===== src/tpc_pkg.sv =====
`default_nettype none

package tpc_pkg;

    localparam int TIME_BITS_DEF = 32;
    localparam int SAMPLE_W      = 22;
    localparam int HOLD_W        = 16;
    localparam int EN_W          = 10;
    localparam int CFG_IDX_W     = 3;
    localparam int CFG_DATA_W    = SAMPLE_W;

    localparam logic [SAMPLE_W-1:0] STEP_RESET     = SAMPLE_W'(10000);
    localparam logic [HOLD_W-1:0]   SHORT_RESET    = HOLD_W'(100);
    localparam logic [HOLD_W-1:0]   LONG_RESET     = HOLD_W'(1000);
    localparam logic [HOLD_W-1:0]   COOLDOWN_RESET = HOLD_W'(500);

    localparam logic [CFG_IDX_W-1:0] REG_TOUCH_MARGIN   = 3'd0;
    localparam logic [CFG_IDX_W-1:0] REG_NOISE_FLOOR_A  = 3'd1;
    localparam logic [CFG_IDX_W-1:0] REG_NOISE_FLOOR_B  = 3'd2;
    localparam logic [CFG_IDX_W-1:0] REG_SHORT_HOLD     = 3'd3;
    localparam logic [CFG_IDX_W-1:0] REG_LONG_HOLD      = 3'd4;
    localparam logic [CFG_IDX_W-1:0] REG_COOLDOWN       = 3'd5;
    localparam logic [CFG_IDX_W-1:0] REG_HANDLER_ENABLE = 3'd6;

    localparam int EN_TOUCH   = 0;
    localparam int EN_RELEASE = 1;
    localparam int EN_SHORT   = 2;
    localparam int EN_LONG    = 3;
    localparam int EN_ZONE1   = 4;
    localparam int EN_BOTH_SHORT = 8;
    localparam int EN_BOTH_LONG  = 9;

    typedef struct packed {
        logic [SAMPLE_W-1:0] touch_margin;
        logic [SAMPLE_W-1:0] noise_floor_a;
        logic [SAMPLE_W-1:0] noise_floor_b;
        logic [HOLD_W-1:0]   short_hold_ms;
        logic [HOLD_W-1:0]   long_hold_ms;
        logic [HOLD_W-1:0]   cooldown_ms;
        logic [EN_W-1:0]     handler_enable;
    } tpc_cfg_t;

    typedef struct packed {
        logic event_zone;
        logic touch_flag;
        logic release_flag;
        logic short_flag;
        logic long_flag;
        logic both_short_flag;
        logic both_long_flag;
    } tpc_result_t;

endpackage

`default_nettype wire


===== src/tpc_cfg.sv =====
`default_nettype none

module tpc_cfg
    import tpc_pkg::*;
(
    input  wire logic                  aclk,
    input  wire logic                  aresetn,
    input  wire logic                  cfg_we,
    input  wire logic [CFG_IDX_W-1:0]  cfg_index,
    input  wire logic [CFG_DATA_W-1:0] cfg_data,
    output tpc_cfg_t                   cfg
);

    tpc_cfg_t cfg_reg;
    tpc_cfg_t cfg_next;

    always_comb begin
        cfg_next = cfg_reg;
        if (cfg_we) begin
            case (cfg_index)
                REG_TOUCH_MARGIN:   cfg_next.touch_margin   = cfg_data[SAMPLE_W-1:0];
                REG_NOISE_FLOOR_A:  cfg_next.noise_floor_a  = cfg_data[SAMPLE_W-1:0];
                REG_NOISE_FLOOR_B:  cfg_next.noise_floor_b  = cfg_data[SAMPLE_W-1:0];
                REG_SHORT_HOLD:     cfg_next.short_hold_ms  = cfg_data[HOLD_W-1:0];
                REG_LONG_HOLD:      cfg_next.long_hold_ms   = cfg_data[HOLD_W-1:0];
                REG_COOLDOWN:       cfg_next.cooldown_ms    = cfg_data[HOLD_W-1:0];
                REG_HANDLER_ENABLE: cfg_next.handler_enable = cfg_data[EN_W-1:0];
                default: ;
            endcase
        end
    end

    always_ff @(posedge aclk) begin
        if (!aresetn) begin
            cfg_reg.touch_margin   <= STEP_RESET;
            cfg_reg.noise_floor_a  <= '0;
            cfg_reg.noise_floor_b  <= '0;
            cfg_reg.short_hold_ms  <= SHORT_RESET;
            cfg_reg.long_hold_ms   <= LONG_RESET;
            cfg_reg.cooldown_ms    <= COOLDOWN_RESET;
            cfg_reg.handler_enable <= '0;
        end else begin
            cfg_reg <= cfg_next;
        end
    end

    assign cfg = cfg_reg;

endmodule

`default_nettype wire


===== src/tpc_core.sv =====
`default_nettype none

module tpc_core
    import tpc_pkg::*;
#(
    parameter int TIME_BITS = TIME_BITS_DEF
) (
    input  wire logic                 aclk,
    input  wire logic                 aresetn,
    input  wire tpc_cfg_t             cfg,
    input  wire logic                 advance,
    input  wire logic                 zone,
    input  wire logic                 rising,
    input  wire logic [TIME_BITS-1:0] now_ms,
    input  wire logic [SAMPLE_W-1:0]  other_reading,
    output tpc_result_t               result
);

    localparam int SUM_W = (SAMPLE_W + 1 > 32) ? 32 : SAMPLE_W + 1;

    logic [TIME_BITS-1:0] touch_time_reg [2];
    logic [TIME_BITS-1:0] touch_time_next [2];
    logic [TIME_BITS-1:0] release_time_reg [2];
    logic [TIME_BITS-1:0] release_time_next [2];
    logic [TIME_BITS-1:0] last_bs_reg, last_bs_next;
    logic [TIME_BITS-1:0] last_bl_reg, last_bl_next;

    logic                 oz;
    logic [3:0]           zen;
    logic [SAMPLE_W-1:0]  floor_o;
    logic [SUM_W-1:0]     thresh;
    logic                 other_touched, other_recent, other_active;
    logic [TIME_BITS-1:0] short_t, long_t, cool_t;
    logic [TIME_BITS-1:0] elapsed_o;
    logic                 held_short, held_long, o_short, o_long;
    logic                 bs_ready, bl_ready;
    logic                 f_short, f_long, f_bs, f_bl;

    assign oz      = ~zone;
    assign zen     = zone ? cfg.handler_enable[EN_ZONE1 +: 4] : cfg.handler_enable[3:0];
    assign floor_o = oz ? cfg.noise_floor_b : cfg.noise_floor_a;
    assign thresh  = SUM_W'({1'b0, floor_o} + {1'b0, cfg.touch_margin});
    assign other_touched = SUM_W'(other_reading) > thresh;

    assign short_t = TIME_BITS'(cfg.short_hold_ms);
    assign long_t  = TIME_BITS'(cfg.long_hold_ms);
    assign cool_t  = TIME_BITS'(cfg.cooldown_ms);

    assign elapsed_o    = now_ms - release_time_reg[oz];
    assign other_recent = elapsed_o < cool_t;
    assign other_active = other_touched || other_recent;

    assign held_short = TIME_BITS'(touch_time_reg[zone] + short_t) < now_ms;
    assign held_long  = TIME_BITS'(touch_time_reg[zone] + long_t) < now_ms;
    assign o_short    = TIME_BITS'(touch_time_reg[oz] + short_t) < now_ms;
    assign o_long     = TIME_BITS'(touch_time_reg[oz] + long_t) < now_ms;
    assign bs_ready   = TIME_BITS'(last_bs_reg + cool_t) < now_ms;
    assign bl_ready   = TIME_BITS'(last_bl_reg + cool_t) < now_ms;

    assign f_short = !rising && zen[EN_SHORT] && held_short;
    assign f_long  = !rising && zen[EN_LONG] && held_long;
    assign f_bs    = f_short && cfg.handler_enable[EN_BOTH_SHORT] && bs_ready
                     && other_active && o_short;
    assign f_bl    = f_long && cfg.handler_enable[EN_BOTH_LONG] && bl_ready
                     && other_active && o_long;

    always_comb begin
        touch_time_next   = touch_time_reg;
        release_time_next = release_time_reg;
        last_bs_next      = last_bs_reg;
        last_bl_next      = last_bl_reg;
        if (rising) begin
            touch_time_next[zone] = now_ms;
        end else begin
            release_time_next[zone] = now_ms;
        end
        if (f_bs) begin
            last_bs_next = now_ms;
        end
        if (f_bl) begin
            last_bl_next = now_ms;
        end
    end

    always_ff @(posedge aclk) begin
        if (!aresetn) begin
            touch_time_reg   <= '{default: '0};
            release_time_reg <= '{default: '0};
            last_bs_reg      <= '0;
            last_bl_reg      <= '0;
        end else if (advance) begin
            touch_time_reg   <= touch_time_next;
            release_time_reg <= release_time_next;
            last_bs_reg      <= last_bs_next;
            last_bl_reg      <= last_bl_next;
        end
    end

    always_comb begin
        result.event_zone      = zone;
        result.touch_flag      = rising && zen[EN_TOUCH];
        result.release_flag    = !rising && zen[EN_RELEASE];
        result.short_flag      = f_short;
        result.long_flag       = f_long;
        result.both_short_flag = f_bs;
        result.both_long_flag  = f_bl;
    end

endmodule

`default_nettype wire


===== src/touch_press_classifier.sv =====
// Touch press classifier for two touch zones.
// Input channel (s_valid/s_ready): one beat per touch or release edge, with
// its zone, direction, millisecond time and the other zone's raw reading.
// Result channel (m_valid/m_ready): exactly one beat per input beat, carrying
// the zone and the touch, release, short, long and both-zone gesture flags.
// Configuration: cfg_we writes cfg_data into the register selected by cfg_index;
// write only while no beat is in flight.
// Path: an accepted beat is held in the input register, the flags and the
// per-zone time records are computed from it combinationally, and the result
// is then registered into the result register that drives m_*.
// Throughput: one beat per cycle while the receiver keeps m_ready high; a low
// m_ready holds the result register and so holds the flow.
// Stall: when m_ready is low the result register holds, the input register
// still takes one more beat if empty, then s_ready drops until the result is taken.
// Reset (aresetn low, synchronous): both registers empty, time records zero,
// configuration back to its defaults.
`default_nettype none

module touch_press_classifier
    import tpc_pkg::*;
#(
    parameter int TIME_BITS = TIME_BITS_DEF
) (
    input  wire logic                  aclk,
    input  wire logic                  aresetn,

    input  wire logic                  cfg_we,
    input  wire logic [CFG_IDX_W-1:0]  cfg_index,
    input  wire logic [CFG_DATA_W-1:0] cfg_data,

    input  wire logic                  s_valid,
    output logic                       s_ready,
    input  wire logic                  s_zone,
    input  wire logic                  s_rising,
    input  wire logic [TIME_BITS-1:0]  s_now_ms,
    input  wire logic [SAMPLE_W-1:0]   s_other_reading,

    output logic                       m_valid,
    input  wire logic                  m_ready,
    output logic                       m_event_zone,
    output logic                       m_touch_flag,
    output logic                       m_release_flag,
    output logic                       m_short_flag,
    output logic                       m_long_flag,
    output logic                       m_both_short_flag,
    output logic                       m_both_long_flag
);

    tpc_cfg_t             cfg;
    tpc_result_t          result;
    tpc_result_t          out_reg;

    logic                 in_valid_reg;
    logic                 zone_reg;
    logic                 rising_reg;
    logic [TIME_BITS-1:0] now_reg;
    logic [SAMPLE_W-1:0]  other_reg;
    logic                 out_valid_reg;
    logic                 advance;

    assign advance = in_valid_reg && (!out_valid_reg || m_ready);
    assign s_ready = !in_valid_reg || advance;

    tpc_cfg u_cfg (
        .aclk      (aclk),
        .aresetn   (aresetn),
        .cfg_we    (cfg_we),
        .cfg_index (cfg_index),
        .cfg_data  (cfg_data),
        .cfg       (cfg)
    );

    tpc_core #(
        .TIME_BITS (TIME_BITS)
    ) u_core (
        .aclk          (aclk),
        .aresetn       (aresetn),
        .cfg           (cfg),
        .advance       (advance),
        .zone          (zone_reg),
        .rising        (rising_reg),
        .now_ms        (now_reg),
        .other_reading (other_reg),
        .result        (result)
    );

    // take a new beat whenever the input register empties
    always_ff @(posedge aclk) begin
        if (!aresetn) begin
            in_valid_reg <= 1'b0;
        end else if (s_ready) begin
            in_valid_reg <= s_valid;
        end
    end

    always_ff @(posedge aclk) begin
        if (s_valid && s_ready) begin
            zone_reg   <= s_zone;
            rising_reg <= s_rising;
            now_reg    <= s_now_ms;
            other_reg  <= s_other_reading;
        end
    end

    // hold the result while the receiver stalls
    always_ff @(posedge aclk) begin
        if (!aresetn) begin
            out_valid_reg <= 1'b0;
        end else if (!out_valid_reg || m_ready) begin
            out_valid_reg <= in_valid_reg;
        end
    end

    always_ff @(posedge aclk) begin
        if (advance) begin
            out_reg <= result;
        end
    end

    assign m_valid           = out_valid_reg;
    assign m_event_zone      = out_reg.event_zone;
    assign m_touch_flag      = out_reg.touch_flag;
    assign m_release_flag    = out_reg.release_flag;
    assign m_short_flag      = out_reg.short_flag;
    assign m_long_flag       = out_reg.long_flag;
    assign m_both_short_flag = out_reg.both_short_flag;
    assign m_both_long_flag  = out_reg.both_long_flag;

endmodule

`default_nettype wire

===== config.mk =====
export PLATFORM = sky130hd
export DESIGN_NAME = touch_press_classifier
export DESIGN_NICKNAME = d
export VERILOG_FILES = /design/src/tpc_pkg.sv /design/src/tpc_cfg.sv /design/src/tpc_core.sv /design/src/touch_press_classifier.sv
export SDC_FILE = /design/constraint.sdc
export NUM_CORES = 1
export LEC_CHECK = 0
export BUFFER_PORTS_ARGS = -buffer_cell sky130_fd_sc_hd__buf_2
export CORE_MARGIN = 5
export CORE_UTILIZATION = 54
export CTS_BUF_LIST = sky130_fd_sc_hd__clkbuf_8
export CTS_CLUSTER_SIZE = 24
export DETAILED_ROUTE_END_ITERATION = 10
export PLACE_DENSITY = 0.81
export SYNTH_ARGS = -nofsm -noshare
export SYNTH_HDL_FRONTEND = slang
export SYNTH_HIERARCHICAL = 1
export SYNTH_SLANG_ARGS = --single-unit

===== constraint.sdc =====
create_clock -name aclk -period 7.56 [get_ports aclk]
set_clock_uncertainty 0.05 [all_clocks]
set_input_delay 1.512 -clock aclk [delete_from_list [all_inputs] [get_ports aclk]]
set_output_delay 1.512 -clock aclk [all_outputs]
set_load 0.005 [all_outputs]

==> summary.txt <==
Placement
  – IO buf count: 94
  – GPL Wtd Cong: between 0.9 and 1
  – Pre-CTS WS: 58.4 ps
  – Placed Area: about 0.03 mm^2
  – Hpwl dp: 55800 um

Pwr
  – Power per Cell Area: between 150 and 200 mW/mm^2
  – VDD IR max: between 0.1 and 0.15 mV
  – Leakage power: 0.0141 uW

Setup path
  – Critical path data required time: approximately 8000 ps
  – FF-to-FF path depth: 25
  – RR Startpoint: zone_reg$_DFFE_PP_
  – Largest stage delay, worst path: approximately 610 ps
  – Worst flop-to-flop path endpoint: u_core/last_bs_reg[7]$_SDFFE_PN0P_
  – Worst EP arrival: roughly 7700 ps
  – Setup crit start: zone_reg$_DFFE_PP_
  – R2R Setup Slk: 370 ps
  – Crit start category: register
  – Critical path capture point type: register
  – Worst setup path category: reg2reg
  – CP max FO: 32
  – Slowest CP cell: edfxtp_1

Global routing
  – Vias in the first global route: 22754
  – Largest net degree at the start of global routing: 223
  – Initial antenna violation count: 2
  – First-pass GRT wire length: between 100000 and 150000 um
  – Total grt overflow: 0
  – Global-route usage over all layers: 0.250

Detailed routing
  – Final ANT Viol Nets: 0
  – DRC: 0
  – Drt wl/cell: around 18 um
  – DRT iter0 DRCs: ~1700
  – WL final: 73800 um
  – Vias per std cell: between 5 and 6
  – Detailed-route via count: approximately 24000
  – DRT Pass-1 Iters: 5

STA
  – Final Hold Viols: 0
  – Worst-margin pin slew: around 1300 ps
  – Slew Limit Fails: 0
  – Final worst-path setup slack: about 370 ps
  – Hold Worst Slack: between 400 and 500 ps
  – Rel. slew slack: 0.153
  – Unrepaired setup endpoints after global routing: yes
  – Setup Viol. Count Final: 0
  – Tcrit/Tclk final: 0.950
  – Tmin final: approximately 7200 ps
  – Fmax: between 100 and 150 MHz

Min path
  – Min-delay src: u_cfg/cfg[61]$_SDFFE_PN0P_
  – Hold path depth: 2
  – Hold crit path type: reg2reg
  – Worst min-delay path endpoint: u_cfg/cfg[61]$_SDFFE_PN0P_

Clock network
  – Clk slew on worst S/H paths: 60 ps
  – CTS tree: yes
  – Total clock sinks: between 300 and 400
  – CTS Buffer Depth: 3
  – CTS Buf Count: 69
  – H-tree Lvls: 3
  – Root buffer cell: clkbuf_8
  – Worst-skew pair later-pin latency: 650 ps

Yosys
  – FF+latch count, synth: ~380
  – Mean Syn Cell Area: 8.69 um^2
  – Synthesized instance count: ~3300
  – Primary FF master, synth: dfxtp_1
  – Asr flop ratio synth: 0
  – Number of enable flip-flop cells after synthesis: 63
  – Mapped Nets: about 3700
  – Post-synthesis sequential area ratio: 0.290
  – Cell Area, Synth: around 0.028 mm^2
  – Synth cell types: 77
  – Syn. warnings: 6

Cells and area
  – Register area: ~0.0083 mm^2
  – Syn-to-layout area delta: 9.02%
  – Multi-input gate area: around 0.019 mm^2
  – Most frequent cells in the layout: 575 x nand2_1, 372 x ha_1, 318 x dfxtp_1
  – Most common cell after layout, fill and taps aside: nand2_1
  – Max reg flops: between 100 and 150
  – # fillers: 4508
  – Fin area: 0.0311 mm^2
  – Ratio of cells with drive above 1 in the final layout: 0.0959
  – Fin nets: between 3000 and 4000

Job
  – Max_cap viols: 0

Floorplanning
  – Die ar.: ~0.057 mm^2
  – Cell Rows: between 80 and 90
  – Core Area: between 0.05 and 0.06 mm^2
  – Initial Utilization: 0.543
  – Die span in x: roughly 240 um
  – Top Ports: between 90 and 100
  – Die Ht: around 240 um

Outcome
  – Outcome: finished clean
-- per-stage QoR --
stage	total power (uW)	cells	util	setup TNS, ps
after CTS	4860	4090	0.591	0
after floorplan	2680	3279	-	0
after detailed placement	2870	3962	0.564	0
after global placement	2860	3962	0.564	0
final	4830	4098	0.592	0
after global routing	5050	4098	0.592	-33.6
-- worst max path at each step --
stage	endpoint	slack [ps]	cells after the start
finish	u_core/last_bs_reg[7]$_SDFFE_PN0P_	370	25
global route	u_core/last_bs_reg[8]$_SDFFE_PN0P_	-20	25
CTS	u_core/last_bs_reg[14]$_SDFFE_PN0P_	60	25
detailed placement	u_core/last_bl_reg[4]$_SDFFE_PN0P_	60	26
global placement	u_core/last_bl_reg[0]$_SDFFE_PN0P_	190	26
floorplan	u_core/last_bs_reg[1]$_SDFFE_PN0P_	100	35
-- synthesized netlist by cell type (20+ instances only) --
cell type / n / share of area
nand3_1: 51 / 0.0090
nor2_1: 168 / 0.022
mux2i_1: 260 / 0.091
clkbuf_1: 86 / 0.011
nand4_1: 42 / 0.0092
dfxtp_1: 318 / 0.22
nand2_1: 575 / 0.076
a31oi_1: 20 / 0.0044
a21boi_0: 147 / 0.039
a211oi_1: 26 / 0.0069
nand2b_1: 29 / 0.0064
xor2_1: 58 / 0.018
ha_1: 372 / 0.16
a21o_1: 102 / 0.027
inv_1: 116 / 0.015
edfxtp_1: 63 / 0.066
mux2_2: 54 / 0.021
nor3_1: 36 / 0.0063
o21ai_0: 97 / 0.017
nor2b_1: 69 / 0.015
xnor2_1: 146 / 0.045
and3_1: 25 / 0.0055
a21oi_1: 153 / 0.027
-- layer usage --
metal,track usage,vias up,part of all wire
li1,-,11830,-
met1,0.318,11061,0.44
met5,0,-,0
met4,0.124,0,0.050
met3,0.0403,183,0.049
met2,0.412,635,0.46
-- cell type report --
class / count / share of cell area
antenna: 1 / 0.0000806
clock buffer: 79 / 0.0350
clock inverter: 48 / 0.00987
inverter: 116 / 0.0140
multi-input combinational: 2651 / 0.621
sequential: 381 / 0.266
tap: 688 / 0.0277
timing repair buffer: 134 / 0.0261
-- logic make-up after synthesis --
logic type	share of synthesized area
and+or+nand+nor	0.172
AOI/OAI and AO/OA	0.158
DFF	0.290
adders and majority gates	0.169
muxes	0.113
buffers and inverters	0.0367
xor gates and xnor gates	0.0627
-- worst max-delay path, delay by kind of cell, from the launching register on --
kind            cells  cell delay [ps]
compound gates     10             2630
xor+xnor            1              180
fa+ha+maj           3              860
buf+inv             3              690
flops               1              610
mux                 2              450
simple gates        6             1610
-- power breakdown --
group	internal (uW)	switching (uW)
combinational	277	401
sequential	2110	57.1
clock	1070	913
-- timing repair --
| item | CTS | global route |
|---|---|---|
| setup buffers | 0 | 7 |
| pin swaps | 1 | 1 |
| setup endpoints to repair | 9 | 61 |
| gates resized for setup | 0 | 4 |
| cloned | 1 | 0 |
| hold buffers | 0 | 0 |
Power figures use the tool's default switching activity.
